--- src/design/scaw_pkg.sv ---
// Shared types and constants for the strided copy address walker.
// Holds configuration layout, register indexes, sequencer states and the
// request format of the shared arithmetic unit. Depends on nothing.
`default_nettype none

package scaw_pkg;

    localparam int MAX_RANK       = 4;
    localparam int AXIS_BITS      = 8;
    localparam int STRIDE_BITS    = 16;
    localparam int RANK_BITS      = 3;
    localparam int BASE_BITS      = 32;
    localparam int CSTRIDE_BITS   = 24;
    localparam int OFFSET_BITS    = 35;
    localparam int ESIZE_BITS     = 2;
    localparam int CFG_INDEX_BITS = 3;
    localparam int SIZES_BITS     = MAX_RANK * AXIS_BITS;
    localparam int STRIDES_BITS   = MAX_RANK * STRIDE_BITS;
    localparam int CFG_DATA_BITS  = (SIZES_BITS > STRIDES_BITS) ? SIZES_BITS : STRIDES_BITS;
    localparam int IDX_BITS       = (MAX_RANK > 1) ? $clog2(MAX_RANK) : 1;

    localparam logic [CFG_INDEX_BITS-1:0] CFG_RANK           = CFG_INDEX_BITS'(0);
    localparam logic [CFG_INDEX_BITS-1:0] CFG_AXIS_SIZES     = CFG_INDEX_BITS'(1);
    localparam logic [CFG_INDEX_BITS-1:0] CFG_SOURCE_STRIDES = CFG_INDEX_BITS'(2);
    localparam logic [CFG_INDEX_BITS-1:0] CFG_DEST_STRIDES   = CFG_INDEX_BITS'(3);
    localparam logic [CFG_INDEX_BITS-1:0] CFG_DEST_CONTIG    = CFG_INDEX_BITS'(4);
    localparam logic [CFG_INDEX_BITS-1:0] CFG_ESIZE_LOG2     = CFG_INDEX_BITS'(5);

    typedef struct packed {
        logic [RANK_BITS-1:0]    rank;
        logic [SIZES_BITS-1:0]   axis_sizes;
        logic [STRIDES_BITS-1:0] source_strides;
        logic [STRIDES_BITS-1:0] dest_strides;
        logic                    dest_contiguous;
        logic [ESIZE_BITS-1:0]   element_size_log2;
    } t_cfg;

    typedef enum logic {
        ALU_ADD,
        ALU_MUL
    } t_alu_op;

    typedef struct packed {
        t_alu_op              op;
        logic [BASE_BITS-1:0] a;
        logic [BASE_BITS-1:0] b;
    } t_alu_req;

    typedef enum logic [2:0] {
        ST_IDLE,
        ST_MUL,
        ST_CHECK,
        ST_ADD_SRC,
        ST_ADD_DST,
        ST_EMIT
    } t_state;

    typedef struct packed {
        logic busy;
        logic active;
    } t_seq_stat;

endpackage

`default_nettype wire

--- src/design/scaw_alu.sv ---
// Shared arithmetic unit of the address walker: a wrapping add of two
// base-wide operands or a contiguous-stride times axis-size product.
// Depends on scaw_pkg.
`default_nettype none

module scaw_alu
    import scaw_pkg::*;
(
    input  t_alu_req             i_req,
    output logic [BASE_BITS-1:0] o_result
);

    logic [CSTRIDE_BITS+AXIS_BITS-1:0] w_prod;

    assign w_prod = i_req.a[CSTRIDE_BITS-1:0] * i_req.b[AXIS_BITS-1:0];

    always_comb begin
        case (i_req.op)
            ALU_ADD: o_result = i_req.a + i_req.b;
            ALU_MUL: o_result = BASE_BITS'(w_prod[CSTRIDE_BITS-1:0]);
            default: o_result = '0;
        endcase
    end

endmodule

`default_nettype wire

--- src/design/scaw_seq.sv ---
// Sequencer of the address walker: walk state, contiguous stride setup,
// axis stepping through the shared unit and the output word register.
// Depends on scaw_pkg and scaw_alu.
`default_nettype none

module scaw_seq
    import scaw_pkg::*;
(
    input  logic                   i_clk,
    input  logic                   i_rst_n,
    input  t_cfg                   i_cfg,
    input  logic                   i_valid,
    input  logic                   i_restart,
    output logic                   o_stall,
    output logic                   o_valid,
    input  logic                   i_stall,
    output logic [OFFSET_BITS-1:0] o_source_offset,
    output logic [OFFSET_BITS-1:0] o_dest_offset,
    output logic                   o_final_element,
    output t_seq_stat              o_stat
);

    t_state                  r_state, n_state;
    logic                    r_active, n_active;
    logic                    r_out_valid, n_out_valid;
    logic [IDX_BITS-1:0]     r_k, n_k;
    logic [CSTRIDE_BITS-1:0] r_mult, n_mult;
    logic [AXIS_BITS-1:0]    r_cnt [MAX_RANK];
    logic [AXIS_BITS-1:0]    n_cnt [MAX_RANK];
    logic [BASE_BITS-1:0]    r_sbase [MAX_RANK];
    logic [BASE_BITS-1:0]    n_sbase [MAX_RANK];
    logic [BASE_BITS-1:0]    r_dbase [MAX_RANK];
    logic [BASE_BITS-1:0]    n_dbase [MAX_RANK];
    logic [CSTRIDE_BITS-1:0] r_cstride [MAX_RANK];
    logic [CSTRIDE_BITS-1:0] n_cstride [MAX_RANK];
    logic [OFFSET_BITS-1:0]  r_src_off, n_src_off;
    logic [OFFSET_BITS-1:0]  r_dst_off, n_dst_off;
    logic                    r_final, n_final;

    logic [AXIS_BITS-1:0]    w_size [MAX_RANK];
    logic [BASE_BITS-1:0]    w_sstride [MAX_RANK];
    logic [BASE_BITS-1:0]    w_dstride [MAX_RANK];
    logic [MAX_RANK-1:0]     w_use;
    logic [MAX_RANK-1:0]     w_can_adv;
    logic [MAX_RANK-1:0]     w_size_zero;
    logic [IDX_BITS-1:0]     w_sel;
    logic                    w_last;
    logic                    w_zero;
    logic                    w_acc;
    t_alu_req                w_req;
    logic [BASE_BITS-1:0]    w_alu_y;

    scaw_alu u_alu (
        .i_req    (w_req),
        .o_result (w_alu_y)
    );

    always_comb begin
        for (int k = 0; k < MAX_RANK; k++) begin
            w_size[k]    = i_cfg.axis_sizes[k*AXIS_BITS +: AXIS_BITS];
            w_sstride[k] = BASE_BITS'(i_cfg.source_strides[k*STRIDE_BITS +: STRIDE_BITS]);
            if (i_cfg.dest_contiguous) begin
                w_dstride[k] = BASE_BITS'(r_cstride[k]);
            end else begin
                w_dstride[k] = BASE_BITS'(i_cfg.dest_strides[k*STRIDE_BITS +: STRIDE_BITS]);
            end
            w_use[k]       = (k < int'(i_cfg.rank));
            w_can_adv[k]   = w_use[k] &&
                             (({1'b0, r_cnt[k]} + 1'b1) < {1'b0, w_size[k]});
            w_size_zero[k] = w_use[k] && (w_size[k] == '0);
        end
    end

    always_comb begin
        w_sel = '0;
        for (int k = MAX_RANK - 1; k >= 0; k--) begin
            if (w_can_adv[k]) begin
                w_sel = IDX_BITS'(k);
            end
        end
    end

    assign w_last  = ~|w_can_adv;
    assign w_zero  = |w_size_zero;
    assign o_stall = !((r_state == ST_IDLE) && (!r_out_valid || !i_stall));
    assign w_acc   = i_valid && !o_stall;

    always_comb begin
        n_state     = r_state;
        n_active    = r_active;
        n_out_valid = r_out_valid;
        n_k         = r_k;
        n_mult      = r_mult;
        n_cnt       = r_cnt;
        n_sbase     = r_sbase;
        n_dbase     = r_dbase;
        n_cstride   = r_cstride;
        n_src_off   = r_src_off;
        n_dst_off   = r_dst_off;
        n_final     = r_final;
        w_req.op    = ALU_ADD;
        w_req.a     = '0;
        w_req.b     = '0;

        if (r_out_valid && !i_stall) begin
            n_out_valid = 1'b0;
        end

        case (r_state)
            ST_IDLE: begin
                if (w_acc) begin
                    if (i_restart) begin
                        for (int k = 0; k < MAX_RANK; k++) begin
                            n_cnt[k]   = '0;
                            n_sbase[k] = '0;
                            n_dbase[k] = '0;
                        end
                        n_mult  = CSTRIDE_BITS'(1);
                        n_k     = '0;
                        n_state = ST_MUL;
                    end else if (r_active) begin
                        if (!w_last) begin
                            n_k     = w_sel;
                            n_state = ST_ADD_SRC;
                        end else begin
                            n_active = 1'b0;
                        end
                    end
                end
            end
            ST_MUL: begin
                w_req.op = ALU_MUL;
                w_req.a  = BASE_BITS'(r_mult);
                w_req.b  = BASE_BITS'(w_size[r_k]);
                n_cstride[r_k] = (w_size[r_k] == AXIS_BITS'(1)) ? '0 : r_mult;
                n_mult = w_alu_y[CSTRIDE_BITS-1:0];
                if (r_k == IDX_BITS'(MAX_RANK - 1)) begin
                    n_state = ST_CHECK;
                end else begin
                    n_k = r_k + 1'b1;
                end
            end
            ST_CHECK: begin
                if (w_zero) begin
                    n_active = 1'b0;
                    n_state  = ST_IDLE;
                end else begin
                    n_active = 1'b1;
                    n_state  = ST_EMIT;
                end
            end
            ST_ADD_SRC: begin
                w_req.a      = r_sbase[r_k];
                w_req.b      = w_sstride[r_k];
                n_sbase[r_k] = w_alu_y;
                n_state      = ST_ADD_DST;
            end
            ST_ADD_DST: begin
                w_req.a      = r_dbase[r_k];
                w_req.b      = w_dstride[r_k];
                n_dbase[r_k] = w_alu_y;
                n_cnt[r_k]   = r_cnt[r_k] + 1'b1;
                for (int j = 0; j < MAX_RANK; j++) begin
                    if (IDX_BITS'(j) < r_k) begin
                        n_cnt[j]   = '0;
                        n_sbase[j] = r_sbase[r_k];
                        n_dbase[j] = w_alu_y;
                    end
                end
                n_state = ST_EMIT;
            end
            ST_EMIT: begin
                n_out_valid = 1'b1;
                n_src_off   = OFFSET_BITS'(r_sbase[0]) << i_cfg.element_size_log2;
                n_dst_off   = OFFSET_BITS'(r_dbase[0]) << i_cfg.element_size_log2;
                n_final     = w_last;
                if (w_last) begin
                    n_active = 1'b0;
                end
                n_state = ST_IDLE;
            end
            default: begin
                n_state = ST_IDLE;
            end
        endcase
    end

    always_ff @(posedge i_clk) begin
        if (!i_rst_n) begin
            r_state     <= ST_IDLE;
            r_active    <= 1'b0;
            r_out_valid <= 1'b0;
        end else begin
            r_state     <= n_state;
            r_active    <= n_active;
            r_out_valid <= n_out_valid;
        end
    end

    always_ff @(posedge i_clk) begin
        r_k       <= n_k;
        r_mult    <= n_mult;
        r_cnt     <= n_cnt;
        r_sbase   <= n_sbase;
        r_dbase   <= n_dbase;
        r_cstride <= n_cstride;
        r_src_off <= n_src_off;
        r_dst_off <= n_dst_off;
        r_final   <= n_final;
    end

    assign o_valid         = r_out_valid;
    assign o_source_offset = r_src_off;
    assign o_dest_offset   = r_dst_off;
    assign o_final_element = r_final;
    assign o_stat.busy     = (r_state != ST_IDLE);
    assign o_stat.active   = r_active;

endmodule

`default_nettype wire

--- src/design/strided_copy_address_walk.sv ---
// Address walker for an N-dimensional strided copy: one word in, at most one
// address pair out. An advance word passes the source add, destination add
// and emit states before its pair; the next word is taken only once idle again,
// as the single shared adder does the source and destination adds in turn.
// A restart word runs one multiply per axis on the same unit, then a check and
// an emit state. Reset is synchronous, active low, and clears the walk.
`default_nettype none

module strided_copy_address_walk
    import scaw_pkg::*;
(
    input  logic                      i_clk,
    input  logic                      i_rst_n,
    input  logic                      i_cfg_we,
    input  logic [CFG_INDEX_BITS-1:0] i_cfg_index,
    input  logic [CFG_DATA_BITS-1:0]  i_cfg_data,
    input  logic                      i_valid,
    output logic                      o_stall,
    input  logic                      i_restart,
    output logic                      o_valid,
    input  logic                      i_stall,
    output logic [OFFSET_BITS-1:0]    o_source_offset,
    output logic [OFFSET_BITS-1:0]    o_dest_offset,
    output logic                      o_final_element
);

    t_cfg      r_cfg;
    t_seq_stat w_stat;

    always_ff @(posedge i_clk) begin
        if (!i_rst_n) begin
            r_cfg.rank              <= '0;
            r_cfg.axis_sizes        <= '0;
            r_cfg.source_strides    <= '0;
            r_cfg.dest_strides      <= '0;
            r_cfg.dest_contiguous   <= 1'b1;
            r_cfg.element_size_log2 <= '0;
        end else if (i_cfg_we) begin
            case (i_cfg_index)
                CFG_RANK:           r_cfg.rank <= i_cfg_data[RANK_BITS-1:0];
                CFG_AXIS_SIZES:     r_cfg.axis_sizes <= i_cfg_data[SIZES_BITS-1:0];
                CFG_SOURCE_STRIDES: r_cfg.source_strides <= i_cfg_data[STRIDES_BITS-1:0];
                CFG_DEST_STRIDES:   r_cfg.dest_strides <= i_cfg_data[STRIDES_BITS-1:0];
                CFG_DEST_CONTIG:    r_cfg.dest_contiguous <= i_cfg_data[0];
                CFG_ESIZE_LOG2:     r_cfg.element_size_log2 <= i_cfg_data[ESIZE_BITS-1:0];
                default: begin
                end
            endcase
        end
    end

    scaw_seq u_seq (
        .i_clk           (i_clk),
        .i_rst_n         (i_rst_n),
        .i_cfg           (r_cfg),
        .i_valid         (i_valid),
        .i_restart       (i_restart),
        .o_stall         (o_stall),
        .o_valid         (o_valid),
        .i_stall         (i_stall),
        .o_source_offset (o_source_offset),
        .o_dest_offset   (o_dest_offset),
        .o_final_element (o_final_element),
        .o_stat          (w_stat)
    );

    a_restart_busy: assert property (@(posedge i_clk) disable iff (!i_rst_n)
        (i_valid && !o_stall && i_restart) |=> (o_stall && w_stat.busy))
        else $error("restart word did not start the stride setup");

    a_out_after_work: assert property (@(posedge i_clk) disable iff (!i_rst_n)
        $rose(o_valid) |-> $past(w_stat.busy))
        else $error("output word appeared without sequencer work");

    a_final_ends_walk: assert property (@(posedge i_clk) disable iff (!i_rst_n)
        (o_valid && o_final_element) |-> !w_stat.active)
        else $error("walk still active while its final word is pending");

endmodule

`default_nettype wire
--- config.mk ---
export PLATFORM = sky130hd
export DESIGN_NAME = strided_copy_address_walk
export DESIGN_NICKNAME = d
export VERILOG_FILES = /design/src/design/scaw_pkg.sv /design/src/design/scaw_alu.sv /design/src/design/scaw_seq.sv /design/src/design/strided_copy_address_walk.sv
export SDC_FILE = /design/constraint.sdc
export NUM_CORES = 2
export LEC_CHECK = 0
export BUFFER_PORTS_ARGS = -buffer_cell sky130_fd_sc_hd__buf_2
export CAP_MARGIN = 40
export CORE_UTILIZATION = 30
export DETAILED_ROUTE_END_ITERATION = 10
export GPL_TIMING_DRIVEN = 0
export HOLD_SLACK_MARGIN = 0.02
export PLACE_DENSITY_LB_ADDON = 0.25
export SETUP_SLACK_MARGIN = 0.02
export SYNTH_ARGS = -nofsm -noshare
export SYNTH_HDL_FRONTEND = slang
export SYNTH_HIERARCHICAL = 1
export SYNTH_SLANG_ARGS = --single-unit
--- constraint.sdc ---
create_clock -name i_clk -period 22.4 [get_ports i_clk]
set_clock_uncertainty 0.1 [all_clocks]
set_input_delay 5.6 -clock i_clk [delete_from_list [all_inputs] [get_ports i_clk]]
set_output_delay 5.6 -clock i_clk [all_outputs]
set_load 0.05 [all_outputs]
==> metrics.cfg <==
[clocking]
clk_path_buf_depth = 3
holdBufCountCts = 0
clkSlewWorstSetupHoldPaths_ns = 0.06
clkSinkCount = 652
cts-root-buf = clkbuf_16
cts_made_buffers = 74
post_cts_buffers = 0
cts_max_level = 3
clk_latency_ns = 0.65
cts.repair.resized = 0
cts_tree = done

[setup_path]
arrival_ns = 6.37
cp_max_fo = 4
worstPathRequired_ns = 16.70
setup.worst_path.start = i_stall
reg2reg_from = u_seq/r_k[1]
crit_type = in2out
worstSetupEndpointType = output port
worstSetupStartpointType = primary input

[placed_design]
pre_cts_ws_ns = 10.34
io_buffers = 145
place_inst = 5338
gp_congestion = 0.873
hpwl_mm = 106

[power_and_ir_drop]
vdd_drop_max_mv = 0.0552
leakage_nw = 17.2
power_density_nw_per_um2 = 106
power_mw = 4.82

[die]
pin_count = 146
core_um2 = 130000
rows = 132
die_h_um = 364
start_util_pct = 30.3
die_x_um = 364
dieArea_um2 = 133000

[sta]
setup_ws_ns = 10.33
layout_min_cycle_time_ns = 12.07
max_freq_mhz = 82.9
finalSetupViolCount = 0
tightestPinTransition_ns = 0.982
hold_violations = 0
setup-tns-final_ns = 0
period_share_pct = 53.9
rsz0062_at_grt = false
max-slew-margin-rel_pct = 34.5
drv_slew = 0

[final_layout]
finalNonFillerCells = 5472
nets = 3956
layout-drive-gt1-share_pct = 17.2
insertedDiodeCount = 0
syn2layout_area_growth_pct = 15.9
final_util_pct = 35.2

[route]
first_pass_iters = 5
drt-initial-drc-count = 2629
vias = 28600
viasPerCell = 5.22
route.detailed.wl_per_inst_um = 25.1
ant_nets = 0
drt-total-wl_mm = 137
drc = 0

[run]
max_cap_violations = 0

[synth]
syn_area_per_cell_um2 = 11.7
post_synth_inst_count = 3368
ys_warn_count = 6
syn_area_um2 = 39400

[global_routing]
grt_pass1_wl_mm = 201
grt_pass1_vias = 28400
grt_overflow = 0
track_usage_pct = 20.6
grt_max_degree = 64
antenna_found_initial = 2

[hold_path]
hold_path.class = reg2reg
hp-start = r_cfg[90]

[outcome]
status = completed

-- sequential cells by signal, indices dropped and copies added (netlist names) --
signal	count
u_seq/r_mult	24
u_seq/o_dest_offset	35
u_seq/o_final_element	1
u_seq/r_sbase	128
u_seq/r_active	1
u_seq/r_state	3
u_seq/r_cstride	96
u_seq/o_source_offset	35
u_seq/o_valid	1
u_seq/r_cnt	32
r_cfg	166
u_seq/r_dbase	128
u_seq/r_k	2
-- stage by stage --
step	cell area, um^2	hold slack [ns]
2_1_floorplan	39400	0.332
5_1_grt	45700	0.361
3_5_place_dp	43200	0.346
6_report	45700	0.355
3_3_place_gp	42300	0.338
4_1_cts	45600	0.357
-- cell usage in the layout (no fill, tap or decap), drive strengths merged, types with 170 or more instances in the layout --
master and count:
inv 170, edfxtp 481, o21ai 209, dfxtp 171, and2 176, nand2 515
mux2i 391, buf 333, clkbuf 216, mux4 187
-- worst paths after layout --
path	to	slack (ns)	cells after the start
setup / recovery	o_stall	10.33	4
hold / removal	r_cfg[90]	0.36	2
setup reg to reg	u_seq/r_sbase[86]	12.50	28
hold reg to reg	r_cfg[90]	0.36	2
-- metal layers --
metal / track usage, % / vias to the layer above / part of all wire [%]
li1: - / 12800 / -
met1: 28.1 / 14600 / 43
met2: 33.9 / 984 / 48
met3: 2.65 / 172 / 5.8
met4: 6.42 / 0 / 3.1
met5: 0 / - / 0
-- power by group --
part           switching [mW]  total [mW]  internal (mW)
registers               0.251        1.94           1.69
clock network           0.536        1.23          0.694
logic                    1.04        1.66          0.616
total                    1.83        4.82           3.00
-- worst max-delay path, stage by stage --
cell	delay, ns
buf_2	0.10
nand2_1	0.20
nand2_1	0.18
buf_2	0.28
-- layout make-up --
class / instances / area [um^2]
plain buffers: 231 / 1110
clock buffers: 96 / 1990
clock inverters: 36 / 440
fillers: 13000 / 84200
inverters: 169 / 637
multi-input cells: 2323 / 19900
flip-flops and latches: 652 / 17900
well taps: 1742 / 2180
repair buffers: 223 / 1580
Note: power is estimated with default switching activity, not from simulation.
